<file path="src/watchdog_interval_timer_assert.svh">
// Assertion macros for the watchdog interval timer.
// Used by the top level only; needs no package.
`ifndef WATCHDOG_INTERVAL_TIMER_ASSERT_SVH
`define WATCHDOG_INTERVAL_TIMER_ASSERT_SVH

// Same-cycle implication, disabled in reset
`define WIT_ASSERT_NOW(label, clk, rst, ante, cons, msg) \
   label: assert property (@(posedge clk) disable iff (rst) (ante) |-> (cons)) \
      else $error(msg);

// Next-cycle implication, disabled in reset
`define WIT_ASSERT_NEXT(label, clk, rst, ante, cons, msg) \
   label: assert property (@(posedge clk) disable iff (rst) (ante) |=> (cons)) \
      else $error(msg);

`endif

</file>
<file path="src/wit_pkg.sv">
// Shared types, constants and helpers for the watchdog interval timer.
// No dependencies.
`default_nettype none

package wit_pkg;

   typedef enum logic [2:0] {
      CMD_WRITE = 3'd0,
      CMD_READ  = 3'd1,
      CMD_TICK  = 3'd2,
      CMD_PIN   = 3'd3,
      CMD_ACK   = 3'd4,
      CMD_PUC   = 3'd5
   } cmd_type;

   localparam logic [7:0]  PASSWORD  = 8'h5a;
   localparam logic [15:0] READ_BASE = 16'h6900;

   // control byte bit positions
   localparam int unsigned CTL_HOLD  = 7;
   localparam int unsigned CTL_NMIES = 6;
   localparam int unsigned CTL_NMI   = 5;
   localparam int unsigned CTL_TMSEL = 4;
   localparam int unsigned CTL_CNTCL = 3;
   localparam int unsigned CTL_SSEL  = 2;

   typedef struct packed {
      cmd_type     cmd;
      logic [15:0] wdata;
      logic        tick_source;
      logic        pin_level;
   } item_type;

   typedef struct packed {
      logic [7:0]  control;
      logic [15:0] counter;
      logic        pin;
      logic        irq;
   } state_type;

   typedef struct packed {
      logic [15:0] read_data;
      logic        irq_level;
      logic        nmi_pulse;
      logic        puc_pulse;
      logic        sys_reset_pulse;
   } result_type;

   function automatic logic [15:0] interval_len(input logic [1:0] sel);
      logic [15:0] len;
      case (sel)
         2'd0:    len = 16'd32768;
         2'd1:    len = 16'd8192;
         2'd2:    len = 16'd512;
         default: len = 16'd64;
      endcase
      return len;
   endfunction

endpackage

`default_nettype wire

</file>
<file path="src/wit_step.sv">
// Single-pass next-state and result logic for one request.
// Depends on wit_pkg.
`default_nettype none

module wit_step (
   input  wit_pkg::item_type   item,
   input  wit_pkg::state_type  cur,
   output wit_pkg::state_type  nxt,
   output wit_pkg::result_type res
);

   logic [7:0]  new_ctl;
   logic [15:0] cnt_wr;
   logic [15:0] cnt_inc;
   logic        old_es;
   logic        new_es;
   logic        rising;
   logic        falling;

   assign new_ctl = item.wdata[7:0];
   assign old_es  = cur.control[wit_pkg::CTL_NMIES];
   assign new_es  = new_ctl[wit_pkg::CTL_NMIES];
   assign cnt_wr  = new_ctl[wit_pkg::CTL_CNTCL] ? 16'd0 : cur.counter;
   assign cnt_inc = 16'(cur.counter + 16'd1);
   assign rising  = !cur.pin && item.pin_level;
   assign falling = cur.pin && !item.pin_level;

   always_comb begin
      nxt = cur;
      res = '0;
      case (item.cmd)
         wit_pkg::CMD_WRITE: begin
            nxt.control = new_ctl;
            nxt.control[wit_pkg::CTL_CNTCL] = 1'b0;
            nxt.counter = cnt_wr;
            res.puc_pulse = item.wdata[15:8] != wit_pkg::PASSWORD;
            res.nmi_pulse = new_ctl[wit_pkg::CTL_NMI] &&
                            ((cur.pin && !old_es && new_es) ||
                             (!cur.pin && old_es && !new_es));
            // expire at once if the bit at the new interval is already set
            if ((wit_pkg::interval_len(new_ctl[1:0]) & cnt_wr) != 16'd0) begin
               nxt.irq = 1'b1;
               if (!new_ctl[wit_pkg::CTL_TMSEL]) begin
                  res.puc_pulse = 1'b1;
               end
            end
         end
         wit_pkg::CMD_READ: begin
            res.read_data = wit_pkg::READ_BASE | {8'd0, cur.control};
         end
         wit_pkg::CMD_TICK: begin
            if (!cur.control[wit_pkg::CTL_HOLD] &&
                item.tick_source == cur.control[wit_pkg::CTL_SSEL]) begin
               nxt.counter = cnt_inc;
               if ((cnt_inc & 16'(wit_pkg::interval_len(cur.control[1:0]) - 16'd1))
                   == 16'd0) begin
                  nxt.irq = 1'b1;
                  res.puc_pulse = !cur.control[wit_pkg::CTL_TMSEL];
               end
            end
         end
         wit_pkg::CMD_PIN: begin
            if (cur.control[wit_pkg::CTL_NMI]) begin
               res.nmi_pulse = cur.control[wit_pkg::CTL_NMIES] ? falling : rising;
            end else begin
               res.sys_reset_pulse = !item.pin_level;
            end
            nxt.pin = item.pin_level;
         end
         wit_pkg::CMD_ACK: begin
            if (cur.control[wit_pkg::CTL_TMSEL]) begin
               nxt.irq = 1'b0;
            end
         end
         wit_pkg::CMD_PUC: begin
            if (item.pin_level) begin
               nxt.control = 8'd0;
               nxt.counter = 16'd0;
               res.sys_reset_pulse = !cur.pin;
            end
         end
         default: begin
         end
      endcase
      res.irq_level = nxt.irq;
   end

endmodule

`default_nettype wire

</file>
<file path="src/watchdog_interval_timer.sv">
// Watchdog / interval timer: a request is held in the input register,
// is evaluated against the timer state in a single pass, and its response
// lands in the output register. One request is accepted every cycle while
// responses are taken. Throughput is set by the single update of the timer
// state per cycle. A stalled response stops the update; the input register
// still holds one more request.
// Depends on wit_pkg, wit_step and watchdog_interval_timer_assert.svh.
`default_nettype none

`include "watchdog_interval_timer_assert.svh"

module watchdog_interval_timer (
   input  wire logic        clock,
   input  wire logic        reset,
   input  wire logic        req_valid,
   output      logic        req_ready,
   input  wire logic [2:0]  req_cmd,
   input  wire logic [15:0] req_wdata,
   input  wire logic        req_tick_source,
   input  wire logic        req_pin_level,
   output      logic        rsp_valid,
   input  wire logic        rsp_ready,
   output      logic [15:0] rsp_read_data,
   output      logic        rsp_irq_level,
   output      logic        rsp_nmi_pulse,
   output      logic        rsp_puc_pulse,
   output      logic        rsp_sys_reset_pulse
);

   wit_pkg::item_type   item_ff;
   wit_pkg::item_type   item_in;
   logic                item_valid_ff;
   wit_pkg::state_type  state_ff;
   wit_pkg::state_type  state_in;
   wit_pkg::result_type res_ff;
   wit_pkg::result_type res_in;
   logic                rsp_valid_ff;
   logic                advance;

   // move the held request into the output stage when it has room
   assign advance   = item_valid_ff && (!rsp_valid_ff || rsp_ready);
   assign req_ready = !item_valid_ff || advance;

   assign item_in.cmd         = wit_pkg::cmd_type'(req_cmd);
   assign item_in.wdata       = req_wdata;
   assign item_in.tick_source = req_tick_source;
   assign item_in.pin_level   = req_pin_level;

   wit_step u_step (
      .item (item_ff),
      .cur  (state_ff),
      .nxt  (state_in),
      .res  (res_in)
   );

   always_ff @(posedge clock) begin
      if (reset) begin
         item_valid_ff <= 1'b0;
         rsp_valid_ff  <= 1'b0;
         state_ff      <= '{control: 8'd0, counter: 16'd0, pin: 1'b1, irq: 1'b0};
      end else begin
         if (req_ready) begin
            item_valid_ff <= req_valid;
         end
         if (advance) begin
            rsp_valid_ff <= 1'b1;
            state_ff     <= state_in;
         end else if (rsp_ready) begin
            rsp_valid_ff <= 1'b0;
         end
      end
   end

   always_ff @(posedge clock) begin
      if (req_valid && req_ready) begin
         item_ff <= item_in;
      end
      if (advance) begin
         res_ff <= res_in;
      end
   end

   assign rsp_valid           = rsp_valid_ff;
   assign rsp_read_data       = res_ff.read_data;
   assign rsp_irq_level       = res_ff.irq_level;
   assign rsp_nmi_pulse       = res_ff.nmi_pulse;
   assign rsp_puc_pulse       = res_ff.puc_pulse;
   assign rsp_sys_reset_pulse = res_ff.sys_reset_pulse;

   `WIT_ASSERT_NOW(a_nmi_needs_enable, clock, reset,
      rsp_valid && rsp_nmi_pulse, state_ff.control[wit_pkg::CTL_NMI],
      "NMI response while NMI disabled")
   `WIT_ASSERT_NOW(a_sysrst_pin_low, clock, reset,
      rsp_valid && rsp_sys_reset_pulse, !state_ff.pin,
      "system reset response with pin high")
   `WIT_ASSERT_NEXT(a_ack_clears_irq, clock, reset,
      advance && item_ff.cmd == wit_pkg::CMD_ACK && state_ff.control[wit_pkg::CTL_TMSEL],
      !state_ff.irq && !rsp_irq_level,
      "acknowledge in timer mode left the flag set")
   `WIT_ASSERT_NEXT(a_hold_freezes, clock, reset,
      advance && item_ff.cmd == wit_pkg::CMD_TICK && state_ff.control[wit_pkg::CTL_HOLD],
      $stable(state_ff.counter),
      "counter moved while held")

endmodule

`default_nettype wire
</file>
<file path="config.mk">
export PLATFORM = sky130hd
export DESIGN_NAME = watchdog_interval_timer
export DESIGN_NICKNAME = d
export VERILOG_FILES = /design/src/wit_pkg.sv /design/src/wit_step.sv /design/src/watchdog_interval_timer.sv
export VERILOG_INCLUDE_DIRS = /design/src /design/src/src
export SDC_FILE = /design/constraint.sdc
export NUM_CORES = 1
export LEC_CHECK = 0
export BUFFER_PORTS_ARGS = -buffer_cell sky130_fd_sc_hd__buf_4
export CELL_PAD_IN_SITES_DETAIL_PLACEMENT = 0
export CELL_PAD_IN_SITES_GLOBAL_PLACEMENT = 1
export CORE_MARGIN = 8
export CORE_UTILIZATION = 23
export DETAILED_ROUTE_END_ITERATION = 16
export PLACE_DENSITY_LB_ADDON = 0.12
export SLEW_MARGIN = 10
export SYNTH_ARGS = -nofsm -noshare
export SYNTH_HDL_FRONTEND = slang
export SYNTH_HIERARCHICAL = 1
export SYNTH_SLANG_ARGS = --single-unit
</file>
<file path="constraint.sdc">
create_clock -name clock -period 2.5 [get_ports clock]
set_input_delay 0.25 -clock clock [delete_from_list [all_inputs] [get_ports clock]]
set_output_delay 0.25 -clock clock [all_outputs]
set_load 0.1 [all_outputs]
</file>
Yosys cells after proc, flatten, opt, wreduce, memory -nomap -nowiden --
Cells that the tools add are included.
Storage, ports and cells: flip-flop bits (word level) 69, input port bits 25, output and inout bits 22, word-level logic and storage cells 94
Cells by class: add/sub/neg operators 2, equal/unequal tests 13, muxes and demuxes 29, bitwise logic cells 2, reduce and logical (&&, ||, !) cells 32
Operators with widths (number):
- 16-bit case mux with 3 select lines | 3
- 16-bit 2-to-1 mux | 5
- 16-bit AND | 2
- 24-bit 2-to-1 mux | 1
- 16-bit by 1-bit adder with 16-bit output (second input constant) | 1
- 16-bit zero test | 1
- 8-bit case mux with 2 select lines | 1
- 16-bit nonzero test | 1
- 16-bit by 1-bit subtractor with 16-bit output (second input constant) | 1
- 15-bit 2-to-1 mux | 1
- 1-bit 2-to-1 mux | 14
- 1-bit logical AND | 10
- 1-bit zero test | 8
- 8-bit by 7-bit != test with 1-bit output (second input constant) | 1
- 3-bit by 2-bit equality test with 1-bit output (second input constant) | 2
- 3-bit equality test (second input constant) | 2
- 1-bit case mux with 2 select lines | 3
- 2-bit by 1-bit equality test with 1-bit output (second input constant) | 2
- 2-bit equality test (second input constant) | 2
- 2-bit zero test | 2
- 4-bit AND reduction | 1
- 2-bit nonzero test | 2
- 3-bit by 1-bit equality test with 1-bit output (second input constant) | 1
- 3-bit zero test | 1
- 8 further kinds | 10

Longest topological paths before layout --
depth in word-level cells 10, depth in mapped cells 9, depth with buffers taken out 8

Cells and area by module --
Netlist, hierarchy kept.
Modules (own cells, without submodules):
- watchdog_interval_timer | times used 1, cells an instance 164, area each 2477.4 um^2, seq. area each 1791.7 um^2
- wit_step | times used 1, cells an instance 203, area each 1346.3 um^2, seq. area each 0.0 um^2

Worst setup path before layout --
Ideal clock, no wire load.
kind register to register, start register rsp_valid_ff, in the netlist rsp_valid, end register item_ff[0] (netlist bit), enable pin, setup time 0.406 ns, data arrival time 2.004 ns, data required time 2.094 ns, setup slack 0.090 ns, cell stages (with the launch flop) 3, buffers on the path 0, clock period less this slack 2.410 ns, cell sequence dfxtp_1 > nor2b_4 > a21oi_1
On the way: cells in the longest elaborated chain, start to end 5
RTL lines:
- from (decl) | RTL line watchdog_interval_timer.sv:37 | logic rsp_valid_ff;
- from (signal assigned) | RTL line watchdog_interval_timer.sv:59 | rsp_valid_ff <= 1'b0;
- from (signal assigned) | RTL line watchdog_interval_timer.sv:66 | rsp_valid_ff <= 1'b1;
- from (signal assigned) | RTL line watchdog_interval_timer.sv:69 | rsp_valid_ff <= 1'b0;
- 1-bit zero test | RTL line watchdog_interval_timer.sv:41 | assign advance = item_valid_ff && (!rsp_valid_ff || rsp_ready);
- 1-bit logical OR | RTL line watchdog_interval_timer.sv:41
- 1-bit logical AND | RTL line watchdog_interval_timer.sv:41
- 1-bit logical OR | RTL line watchdog_interval_timer.sv:42 | assign req_ready = !item_valid_ff || advance;
- 1-bit logical AND | RTL line watchdog_interval_timer.sv:75 | if (req_valid && req_ready) begin
- to (signal assigned) | RTL line watchdog_interval_timer.sv:76 | item_ff <= item_in;
- to (decl) | RTL line watchdog_interval_timer.sv:30 | wit_pkg::item_type item_ff;
Every way passes these cells. A chain may end at the register's enable or synchronous reset.

==> flow_summary_export.csv <==
group,metric,value,unit
timing,slew_headroom,63.6,%
floorplan,start_util,23.3,%
global_route,grt_antenna_before_repair,0,
synth,ys_seq_elements,69,
pwr,max-vdd-ir-drop,0.339,mV
detailed_routing,via_per_inst,4.39,
timing,slew_violations,0,
synth,yosysWarnings,6,
floorplan,io_pins,47,
worst_setup_path,path_max_fanout,8,
worst_setup_path,cp-end-kind,"flop",
timing,timing.final.hold_violations,0,
clock_tree,ctsResizeCount,0,
clock_tree,clock_sinks,69,
timing,finClkSkew,0.00708,ns
run_status,status,"finished clean",
worst_setup_path,path_cells,"ha_1 > nand4_1 > nor2_1 > o2111a_1 > o22ai_1 > o21ai_1 > nand2b_1 > mux2i_1",
clock_tree,cts_max_path_buffers,2,
finish,fin_util,28.1,%
clock_tree,cts.htree.levels,3,
floorplan,die_y,145,um
synth,synth_flop_cell,"edfxtp_1",
synth,synthDistinctLibCells,57,
timing,hold_slack,0.0911,ns
worst_setup_path,critPathKind,"reg2reg",
clock_tree,post_cts_buffers,0,
worst_setup_path,cp_data_required_time,2.76,ns
synth,netlist_area,3820,um2
detailed_routing,via_count,2783,
floorplan,core.rowCount,47,
pwr,power.density,610,nW/um2
hold_path,min_to,"item_ff[0]",
detailed_routing,drcViolationCount,0,
clock_tree,clock_latency,0.34,ns
worst_setup_path,r2r-start,"state_ff[2]",
pwr,power,2820,uW
clock_tree,cts_buffers,9,
timing,worstMarginPinSlew,0.547,ns
detailed_routing,wl_per_cell,15.2,um
finish,n_antenna_cell,0,
global_route,grt_pass1_vias,2809,
clock_tree,postCtsHoldBufs,0,
global_route,track_usage,9.39,%
timing,setup_viol,0,
global_route,grt_pass1_wl,15700,um
timing,fin_crit,2.18,ns
timing,max_freq,0.458,GHz
clock_tree,cts-root-buf,"clkbuf_16",
worst_setup_path,r2r-end,"state_ff[0]",
synth,ys_seq_area_share,46.9,%
placed_design,place.gp.congestion,0.749,
clock_tree,clk_transition_reported_paths,0.06,ns
hold_path,min_from,"req_pin_level",
detailed_routing,wl,9610,um
worst_setup_path,arrival,2.45,ns
detailed_routing,drtIter0Drc,112,
global_route,grt_max_degree,55,
floorplan,dieArea,21000,um2
floorplan,core_area,16400,um2
finish,syn_to_final_growth,20.8,%
worst_setup_path,cp_slowest_cell,"dfxtp_1",
global_route,overflow,0,
pwr,power_leakage,0.00162,uW
placed_design,io_buffers,46,
flow_run,cap_violations,0,
timing,worst_slack,0.317,ns
synth,synth-edff-count,41,
finish,nets,437,
synth,syn_inst,367,
synth,async_flop_share,0,%
synth,syn_avg_cell_area,10.4,um2
hold_path,hold_path_depth,1,
worst_setup_path,reg2reg_depth,8,
clock_tree,cts_tree,"done",
placed_design,place_ws,0.346,ns
floorplan,die_w,145,um
timing,rsz0062_at_grt,"false",
worst_setup_path,r2r_setup_slack,0.32,ns
detailed_routing,drtAntennaViolNets,0,
timing,fin_crit_sh,87.3,%
placed_design,place_hpwl,6650,um
finish,drive_gt1_share,21.3,%
worst_setup_path,cpPeakStageDelay,0.47,ns
worst_setup_path,start_kind,"flop",
hold_path,hp-class,"in2reg",
detailed_routing,first_pass_iters,4,
timing,fin_setup_tns,0,ns
[synthesized netlist by cell type (all sizes together) (3+ instances only)]
cell type / instances / share of area (%)
a21oi: 9 / 1.2
a22o: 8 / 1.8
a31oi: 8 / 1.3
and2: 10 / 1.6
buf: 17 / 3.5
clkbuf: 12 / 2.5
dfxtp: 28 / 15
edfxtp: 41 / 32
ha: 3 / 0.98
inv: 6 / 0.59
mux2i: 27 / 7.1
nand2: 20 / 2.0
nand2b: 53 / 8.7
nand3: 10 / 1.6
nand4: 8 / 1.7
nor2: 24 / 2.4
nor2b: 6 / 1.2
nor3: 10 / 1.9
nor4b: 3 / 1.1
o21ai: 26 / 3.4
o31ai: 4 / 0.79
o41ai: 3 / 0.69
xnor2: 4 / 0.92
[cells in the final DEF (no fill, tap or decap), drive strengths merged, types with 5 or more instances in the layout]
master and instances:
dfxtp 28, nand3 10, nand2 20, nor2b 6, nor3 10, a21oi 9
nand4 8, a31oi 8, inv 7, clkinv 5, o21ai 26, and2 10
nand2b 53, clkbuf 9, mux2i 27, buf 57, edfxtp 41, nor2 24
a22o 8
[report_power, final]
part	switching (uW)	internal (uW)
Combinational	193	93.8
Sequential	24.6	1250
Clock	496	767
Total	713	2110
[metal layers]
layer,vias to the layer above,share of wire (%),global-route usage (%)
met4,0,1.1,3.47
met3,8,4.2,2.74
met5,-,0,0
li1,1403,-,-
met1,1315,49,12.1
met2,57,45,14.6
[logic make-up (layout without fill, tap and decap cells)]
| group | Yosys count | in the layout | synth area share (%) |
|---|---|---|---|
| adders and majority gates | 3 | 3 | 0.982 |
| buffers and inverters | 35 | 79 | 6.64 |
| xor gates and xnor gates | 6 | 6 | 1.37 |
| other | 1 | 4 | 0.0981 |
| AOI/OAI and AO/OA | 69 | 69 | 11.7 |
| and+or+nand+nor | 156 | 156 | 24.6 |
| DFF | 69 | 69 | 46.9 |
| muxes | 28 | 28 | 7.66 |
[sequential cells by signal (all words and copies together) (netlist names)]
name,cells
rsp_valid,1
rsp_read_data,16
rsp_nmi_pulse,1
item_valid_ff,1
rsp_sys_reset_pulse,1
rsp_puc_pulse,1
state_ff,26
item_ff,21
rsp_irq_level,1
[stage by stage]
step / instance area (um2) / cells
floorplan: 3830 / 370
global placement: 4330 / 618
detailed placement: 4330 / 618
CTS: 4620 / 634
global route: 4620 / 634
finish: 4620 / 634
[area by class of cell]
cell class | count | area, um2
inverters | 6 | 22.5
clock inverters | 7 | 65.1
multi-input cells | 266 | 1800
well taps | 220 | 275
repair buffers | 57 | 440
flip-flops and latches | 69 | 1790
clock buffers | 9 | 225
fillers | 1726 | 11800
[critical path, delay by kind of cell (launching register included)]
| family | cells | cell delay [ns] |
|---|---|---|
| fa+ha+maj | 1 | 0.36 |
| compound gates | 3 | 0.54 |
| simple gates | 3 | 0.63 |
| mux | 1 | 0.13 |
| flops | 1 | 0.47 |
[worst max path at each step]
stage | start | endpoint | slack (ns) | depth (start not counted)
floorplan | rsp_valid | item_ff[0] | 0.09 | 2
global placement | item_ff[18] | state_ff[16] | 0.39 | 7
detailed placement | item_ff[20] | state_ff[7] | 0.35 | 7
CTS | state_ff[2] | state_ff[0] | 0.32 | 8
global route | state_ff[2] | state_ff[0] | 0.06 | 8
finish | state_ff[2] | state_ff[0] | 0.32 | 8
Power figures use the tool's default switching activity.
